$ cat src/hw/rtl/mdio_frm_pkg.sv
// Shared types and constants for the Clause 22 MDIO management frame master.
// Used by the frame engine and by the top level; depends on nothing else.
package mdio_frm_pkg;

  localparam int PREAMBLE_BITS = 32;
  localparam int DATA_BITS     = 16;
  localparam int ADDR_BITS     = 5;
  localparam int TAIL_BITS     = 32;
  localparam int FRAME_BITS    = PREAMBLE_BITS + TAIL_BITS;
  localparam int CNT_W         = $clog2(FRAME_BITS);

  localparam logic [CNT_W-1:0] CNT_LAST     = CNT_W'(FRAME_BITS - 1);
  localparam logic [CNT_W-1:0] CNT_PRE      = CNT_W'(PREAMBLE_BITS);
  localparam logic [CNT_W-1:0] CNT_HDR_END  = CNT_W'(PREAMBLE_BITS + 14);
  localparam logic [CNT_W-1:0] CNT_RD_FIRST = CNT_W'(PREAMBLE_BITS + 15);
  localparam logic [CNT_W-1:0] CNT_RD_END   = CNT_W'(PREAMBLE_BITS + 15 + DATA_BITS);

  localparam logic [1:0] SOF_CODE      = 2'b01;
  localparam logic [1:0] OP_READ       = 2'b10;
  localparam logic [1:0] OP_WRITE      = 2'b01;
  localparam logic [1:0] TA_WRITE      = 2'b10;
  localparam logic [1:0] TA_READ       = 2'b00;

  typedef enum logic [1:0] {
    ACT_TICK  = 2'd0,
    ACT_READ  = 2'd1,
    ACT_WRITE = 2'd2
  } mdio_action_t;

  typedef struct packed {
    logic                 mdio_out;
    logic                 mdio_drive;
    logic                 busy;
    logic                 done;
    logic [DATA_BITS-1:0] read_data;
  } mdio_res_t;

endpackage

$ cat src/hw/rtl/mdio_frm_engine.sv
// Frame engine: holds the frame state and works out one bit period per request.
// Depends on mdio_frm_pkg.
module mdio_frm_engine
  import mdio_frm_pkg::*;
(
  input  logic                 clk,
  input  logic                 rst_n,
  input  logic                 step_en,
  input  logic [1:0]           action,
  input  logic [ADDR_BITS-1:0] phy_addr,
  input  logic [ADDR_BITS-1:0] reg_addr,
  input  logic [DATA_BITS-1:0] write_data,
  input  logic                 mdio_in,
  output mdio_res_t            res
);

  logic [TAIL_BITS-1:0] frame_shift_r, frame_shift_nxt;
  logic [CNT_W-1:0]     bit_count_r, bit_count_nxt;
  logic                 is_write_r, is_write_nxt;
  logic                 in_progress_r, in_progress_nxt;
  logic [DATA_BITS-1:0] read_shift_r, read_shift_nxt;

  logic                 start;
  logic                 active;
  logic                 cur_write;
  logic [TAIL_BITS-1:0] cur_shift;
  logic [CNT_W-1:0]     cur_count;
  logic [DATA_BITS-1:0] cur_rshift;
  logic [TAIL_BITS-1:0] start_word;

  always_comb begin
    start = !in_progress_r &&
            (action == ACT_READ || action == ACT_WRITE);
    if (action == ACT_WRITE) begin
      start_word = {SOF_CODE, OP_WRITE, phy_addr, reg_addr, TA_WRITE, write_data};
    end else begin
      start_word = {SOF_CODE, OP_READ, phy_addr, reg_addr, TA_READ, {DATA_BITS{1'b0}}};
    end
    active     = in_progress_r || start;
    cur_write  = start ? (action == ACT_WRITE) : is_write_r;
    cur_shift  = start ? start_word : frame_shift_r;
    cur_count  = start ? '0 : bit_count_r;
    cur_rshift = start ? '0 : read_shift_r;

    frame_shift_nxt = cur_shift;
    read_shift_nxt  = cur_rshift;
    is_write_nxt    = cur_write;
    in_progress_nxt = active;
    bit_count_nxt   = cur_count;
    res             = '0;

    if (active) begin
      res.busy = 1'b1;
      if (cur_count < CNT_PRE) begin
        res.mdio_drive = 1'b1;
        res.mdio_out   = 1'b1;
      end else if (cur_write || cur_count < CNT_HDR_END) begin
        res.mdio_drive  = 1'b1;
        res.mdio_out    = cur_shift[TAIL_BITS-1];
        frame_shift_nxt = {cur_shift[TAIL_BITS-2:0], 1'b0};
      end else if (cur_count >= CNT_RD_FIRST && cur_count < CNT_RD_END) begin
        read_shift_nxt = {cur_rshift[DATA_BITS-2:0], mdio_in};
      end
      if (cur_count >= CNT_LAST) begin
        res.done        = 1'b1;
        in_progress_nxt = 1'b0;
        bit_count_nxt   = '0;
        res.read_data   = cur_write ? '0 : cur_rshift;
      end else begin
        bit_count_nxt = cur_count + 1'b1;
      end
    end
  end

  always_ff @(posedge clk) begin
    if (!rst_n) begin
      frame_shift_r <= '0;
      bit_count_r   <= '0;
      is_write_r    <= 1'b0;
      in_progress_r <= 1'b0;
      read_shift_r  <= '0;
    end else if (step_en) begin
      frame_shift_r <= frame_shift_nxt;
      bit_count_r   <= bit_count_nxt;
      is_write_r    <= is_write_nxt;
      in_progress_r <= in_progress_nxt;
      read_shift_r  <= read_shift_nxt;
    end
  end

  a_idle_count_zero : assert property (@(posedge clk) disable iff (!rst_n)
    !in_progress_r |-> bit_count_r == '0)
    else $error("bit counter left nonzero while idle");

  a_busy_count_nonzero : assert property (@(posedge clk) disable iff (!rst_n)
    in_progress_r |-> bit_count_r != '0)
    else $error("frame in progress with counter at its first period");

endmodule

$ cat src/hw/rtl/mdio_frm_out_stage.sv
// Result register stage: holds one finished bit period until the receiver takes it.
// Depends on mdio_frm_pkg.
module mdio_frm_out_stage
  import mdio_frm_pkg::*;
(
  input  logic      clk,
  input  logic      rst_n,
  input  logic      load,
  input  mdio_res_t res_in,
  input  logic      out_stall,
  output logic      out_valid,
  output logic      can_load,
  output mdio_res_t res_out
);

  logic      vld_r;
  mdio_res_t res_r;

  assign can_load  = !vld_r || !out_stall;
  assign out_valid = vld_r;
  assign res_out   = res_r;

  always_ff @(posedge clk) begin
    if (!rst_n) begin
      vld_r <= 1'b0;
    end else if (can_load) begin
      vld_r <= load;
    end
  end

  always_ff @(posedge clk) begin
    if (load && can_load) begin
      res_r <= res_in;
    end
  end

  a_done_in_frame : assert property (@(posedge clk) disable iff (!rst_n)
    vld_r && res_r.done |-> res_r.busy)
    else $error("frame end reported outside a frame");

  a_out_only_driven : assert property (@(posedge clk) disable iff (!rst_n)
    vld_r && res_r.mdio_out |-> res_r.mdio_drive && res_r.busy)
    else $error("line value set while released");

  a_rdata_at_done : assert property (@(posedge clk) disable iff (!rst_n)
    vld_r && res_r.read_data != '0 |-> res_r.done)
    else $error("read word shown before the last period");

endmodule

$ cat src/hw/rtl/mdio_management_frame_master_core.sv
// Top level of the Clause 22 MDIO management frame master.
// Depends on mdio_frm_pkg, mdio_frm_engine and mdio_frm_out_stage.
//
// Each request on the in_ channel is one MDC bit period. A request with
// in_action read or write while no frame runs starts a 64-period frame
// (preamble, start, opcode, PHY and register address, then turnaround and
// data); start requests during a frame count as plain ticks. Every request
// yields exactly one result on the out_ channel: the line value and drive
// enable for that period, busy and done flags, and the read word on the
// last period of a read frame.
// A request is held in an input register, then processed by the frame
// engine and written to the result register. One request is taken per
// cycle while the result register is not held by out_stall.
// When the receiver asserts out_stall, the result register holds and the
// input register fills; in_stall then rises until the result is taken.
// Reset clears the frame state and both valid flags; the block is idle
// with the line released.
module mdio_management_frame_master_core
  import mdio_frm_pkg::*;
(
  input  logic                 clk,
  input  logic                 rst_n,
  input  logic                 in_valid,
  output logic                 in_stall,
  input  logic [1:0]           in_action,
  input  logic [ADDR_BITS-1:0] in_phy_addr,
  input  logic [ADDR_BITS-1:0] in_reg_addr,
  input  logic [DATA_BITS-1:0] in_write_data,
  input  logic                 in_mdio_in,
  output logic                 out_valid,
  input  logic                 out_stall,
  output logic                 out_mdio_out,
  output logic                 out_mdio_drive,
  output logic                 out_busy_res,
  output logic                 out_done_res,
  output logic [DATA_BITS-1:0] out_read_data
);

  logic                 in_vld_r;
  logic [1:0]           action_r;
  logic [ADDR_BITS-1:0] phy_addr_r;
  logic [ADDR_BITS-1:0] reg_addr_r;
  logic [DATA_BITS-1:0] write_data_r;
  logic                 mdio_in_r;

  logic      can_load;
  logic      step_en;
  logic      in_take;
  mdio_res_t eng_res;
  mdio_res_t out_res;

  assign step_en  = in_vld_r && can_load;
  assign in_stall = in_vld_r && !can_load;
  assign in_take  = in_valid && !in_stall;

  always_ff @(posedge clk) begin
    if (!rst_n) begin
      in_vld_r <= 1'b0;
    end else if (!in_stall) begin
      in_vld_r <= in_valid;
    end
  end

  always_ff @(posedge clk) begin
    if (in_take) begin
      action_r     <= in_action;
      phy_addr_r   <= in_phy_addr;
      reg_addr_r   <= in_reg_addr;
      write_data_r <= in_write_data;
      mdio_in_r    <= in_mdio_in;
    end
  end

  mdio_frm_engine u_engine (
    .clk        (clk),
    .rst_n      (rst_n),
    .step_en    (step_en),
    .action     (action_r),
    .phy_addr   (phy_addr_r),
    .reg_addr   (reg_addr_r),
    .write_data (write_data_r),
    .mdio_in    (mdio_in_r),
    .res        (eng_res)
  );

  mdio_frm_out_stage u_out (
    .clk       (clk),
    .rst_n     (rst_n),
    .load      (in_vld_r),
    .res_in    (eng_res),
    .out_stall (out_stall),
    .out_valid (out_valid),
    .can_load  (can_load),
    .res_out   (out_res)
  );

  assign out_mdio_out   = out_res.mdio_out;
  assign out_mdio_drive = out_res.mdio_drive;
  assign out_busy_res   = out_res.busy;
  assign out_done_res   = out_res.done;
  assign out_read_data  = out_res.read_data;

endmodule

$ cat config.mk
export PLATFORM = sky130hd
export DESIGN_NAME = mdio_management_frame_master_core
export DESIGN_NICKNAME = d
export VERILOG_FILES = /design/src/hw/rtl/mdio_frm_pkg.sv /design/src/hw/rtl/mdio_frm_engine.sv /design/src/hw/rtl/mdio_frm_out_stage.sv /design/src/hw/rtl/mdio_management_frame_master_core.sv
export SDC_FILE = /design/constraint.sdc
export NUM_CORES = 1
export LEC_CHECK = 0
export CAP_MARGIN = 40
export CORE_UTILIZATION = 35
export CTS_BUF_LIST = sky130_fd_sc_hd__clkbuf_4 sky130_fd_sc_hd__clkbuf_8
export DETAILED_ROUTE_END_ITERATION = 10
export DONT_BUFFER_PORTS = 1
export HOLD_SLACK_MARGIN = 0.06
export PLACE_DENSITY = 0.59
export SYNTH_ARGS = -nofsm -noshare
export SYNTH_HDL_FRONTEND = slang
export SYNTH_HIERARCHICAL = 1
export SYNTH_SLANG_ARGS = --single-unit
$ cat constraint.sdc
create_clock -name clk -period 3.1 [get_ports clk]
set_input_delay 0.31 -clock clk [delete_from_list [all_inputs] [get_ports clk]]
set_output_delay 0.31 -clock clk [all_outputs]
set_load 0.03 [all_outputs]
==> flow_metrics.py <==
metrics = {
    "layout": {
        "nets": 478,
        "fill_cells": 1268,
        "drive_above_1_share": 0.0848,
        "finish.utilization": 0.414,
        "stdcell_area_um2": 5270,
        "register_area_um2": 2630,
        "antennaDiodeCount": 0,
        "multi_input_comb_area_um2": 1800,
        "area_growth_syn_to_layout_pct": 14.3,
    },
    "sta": {
        "clock_skew_ps": 15.6,
        "drv_slew": 0,
        "finalSetupViolCount": 0,
        "fmax_mhz": 370,
        "hold_violations": 0,
        "holdWs_ps": 85.4,
        "rsz0062_at_grt": "false",
        "max_slew_margin": 0.429,
        "tightest_slew_ps": 857,
        "layout_worst_path_cycle_share": 0.873,
        "period_needed_ps": 2710,
        "fin_tns_setup_ps": 0,
        "setup_slack_ps": 394,
    },
    "power_and_ir_drop": {
        "p_sw_mw": 0.671,
        "power_density_nw_per_um2": 504,
        "p_clk_frac": 0.328,
        "power_frac_comb": 0.078,
        "pwr-share-seq": 0.593,
        "p_int_mw": 1.99,
        "switching_share": 0.253,
        "peakVddDrop_mv": 0.396,
        "p_leak_nw": 1.89,
    },
    "synth": {
        "synthArstFlopShare": 0,
        "ys_seq_elements": 107,
        "synth_area_um2": 4610,
        "synth_ff_type": "dfxtp_1",
        "synth_edf_count": 49,
        "syn_inst": 424,
        "ys_types": 50,
        "syn_area_per_cell_um2": 10.9,
        "ys_warn_count": 6,
        "synth.net_count": 459,
        "ys_seq_area_frac": 0.571,
    },
    "route": {
        "first_pass_iters": 4,
        "drtIter0Drc": 238,
        "drcViolationCount": 0,
        "vias": 3224,
        "wl_um": 9200,
        "via_per_inst": 5.20,
        "antenna_left": 0,
        "wl_per_cell_um": 14.8,
    },
    "placement": {
        "portBuffers": 0,
        "dp_slack_ps": 355,
        "dp_hpwl_um": 5590,
        "dpl_cell_area_um2": 4750,
        "gp_congestion": 0.809,
    },
    "setup_path": {
        "slowest_delay_ps": 640,
        "critPathSlowestCell": "nor2_1",
        "critPathKind": "reg -> reg",
        "cp.required_ps": 3360,
        "path_cells": "ha_1, or2_2, and2_1, ha_1, and4_1, nand3_1, nor2_1, and2_1",
        "start_kind": "flip-flop",
        "cp.arrival_ps": 2970,
        "crit_fanout": 16,
        "end_kind": "flip-flop",
    },
    "hold_path": {
        "hold_class": "in -> reg",
    },
    "status": {
        "status": "complete, no violations",
    },
    "grt": {
        "grt_pass1_vias": 3001,
        "grt_pass1_wl_um": 15000,
        "grt_max_degree": 50,
        "overflow": 0,
        "grt_antenna_before_repair": 0,
        "grt_usage": 0.146,
    },
    "clock_tree": {
        "cts.clk_slew.worst_paths_ps": 100,
        "clock-sinks": 107,
        "clockRootBuffer": "clkbuf_8",
        "cts_resized": 0,
        "clockBufferDepth": 2,
        "clock_latency_ps": 390,
        "h-tree-depth": 3,
        "post_cts_buffers": 0,
        "cts_tree": "done",
        "cts_buffers": 9,
        "hold_buffers": 32,
    },
    "floorplan": {
        "coreArea_um2": 12700,
        "io_pins": 55,
        "rows": 41,
        "die_h_um": 117,
        "start_util": 0.362,
        "fp.dieW_um": 117,
        "die_area_um2": 13600,
    },
    "flow_run": {
        "maxCapViolations": 0,
    },
}
-- power groups by stage --
stage                     Sequential, mW  Clock, mW  Combinational, mW
after floorplan                     1.60          0              0.137
final                               1.58      0.872              0.209
after global routing                1.58      0.963              0.228
after detailed placement            1.61          0              0.171
after CTS                           1.58      0.898              0.208
after global placement              1.61          0              0.167
-- Yosys cell counts (all sizes together), types with 2 or more instances --
cell type / n / area (um^2)
dfxtp: 58 / 1160
nor3: 46 / 235
a21oi: 12 / 60.1
clkbuf: 17 / 63.8
a211o: 22 / 193
and4: 2 / 17.5
a221o: 4 / 40.0
and2: 22 / 138
nor2: 10 / 45.0
a31oi: 16 / 100
o21ai: 10 / 50.1
nand3: 10 / 50.1
mux2i: 26 / 260
o31ai: 2 / 20.0
nand4: 2 / 12.5
nor3b: 2 / 15.0
nand2b: 3 / 18.8
buf: 18 / 111
inv: 4 / 15.0
nand2: 48 / 183
edfxtp: 49 / 1470
nand3b: 2 / 15.0
nor2b: 3 / 26.3
ha: 2 / 25.0
o21a: 18 / 135
-- per-stage QoR --
step           cells  total power, mW
2_1_floorplan    424             1.74
3_3_place_gp     571             1.78
3_5_place_dp     572             1.78
4_1_cts          620             2.68
5_1_grt          620             2.77
6_report         620             2.66
-- logic make-up after synthesis --
kind of cell | share of synthesized area
adders and majority gates | 0.00543
buffers and inverters | 0.0413
AOI/OAI and AO/OA | 0.140
and+or+nand+nor | 0.181
DFF | 0.571
muxes | 0.0589
xor gates and xnor gates | 0.00190
-- registers in the layout (all words and copies together) (netlist names) --
register / count
mdio_in_r: 1
u_out/res_out: 20
in_vld_r: 1
u_engine/read_shift_r: 16
u_out/out_valid: 1
u_engine/in_progress_r: 1
u_engine/is_write_r: 1
write_data_r: 16
u_engine/bit_count_r: 6
phy_addr_r: 5
action_r: 2
reg_addr_r: 5
u_engine/frame_shift_r: 32
-- cell usage in the layout, fill, tap and decap left out, drive strengths merged, types with 3 or more instances in the layout --
cell type / Yosys / final
nand2b: 3 / 3
nand3: 10 / 10
a211o: 22 / 22
clkbuf: 17 / 9
and2: 22 / 22
a221o: 4 / 4
mux2i: 26 / 26
a31oi: 16 / 16
dlygate4sd3: 0 / 32
edfxtp: 49 / 49
a21oi: 12 / 12
inv: 4 / 6
o21a: 18 / 18
dfxtp: 58 / 58
o21ai: 10 / 10
nor2b: 3 / 3
buf: 18 / 11
nor2: 10 / 10
nor3: 46 / 46
nand2: 48 / 48
-- critical path: cells and delay by family (launching register included) --
kind | cells | cell delay [ps]
DFF | 1 | 380
adders and majority gates | 2 | 520
and+or+nand+nor | 6 | 1690
-- area by class of cell --
class | count | share of cell area
clock buffer | 9 | 0.0235
clock inverter | 7 | 0.0142
inverter | 4 | 0.00285
multi-input combinational | 278 | 0.342
sequential | 107 | 0.500
tap | 172 | 0.0408
timing repair buffer | 43 | 0.0765
-- layer usage --
metal | global-route usage | vias to the layer above | routed length, um | part of all wire
met3 | 0.0457 | 13 | 469 | 0.051
li1 | - | 1586 | - | -
met1 | 0.179 | 1542 | 4250 | 0.46
met2 | 0.233 | 83 | 4290 | 0.47
met4 | 0.0700 | 0 | 185 | 0.020
met5 | 0 | - | 0 | 0
-- worst paths after layout --
check / start / to / slack [ps] / depth (start not counted)
hold / removal: rst_n / u_engine/frame_shift_r[17] / 90 / 2
setup / recovery: action_r[1] / u_out/res_out[12] / 390 / 8
hold reg to reg: u_engine/frame_shift_r[21] / u_engine/frame_shift_r[21] / 470 / 1
setup reg to reg: action_r[1] / u_out/res_out[12] / 390 / 8
Note: power is estimated with default switching activity, not from simulation.
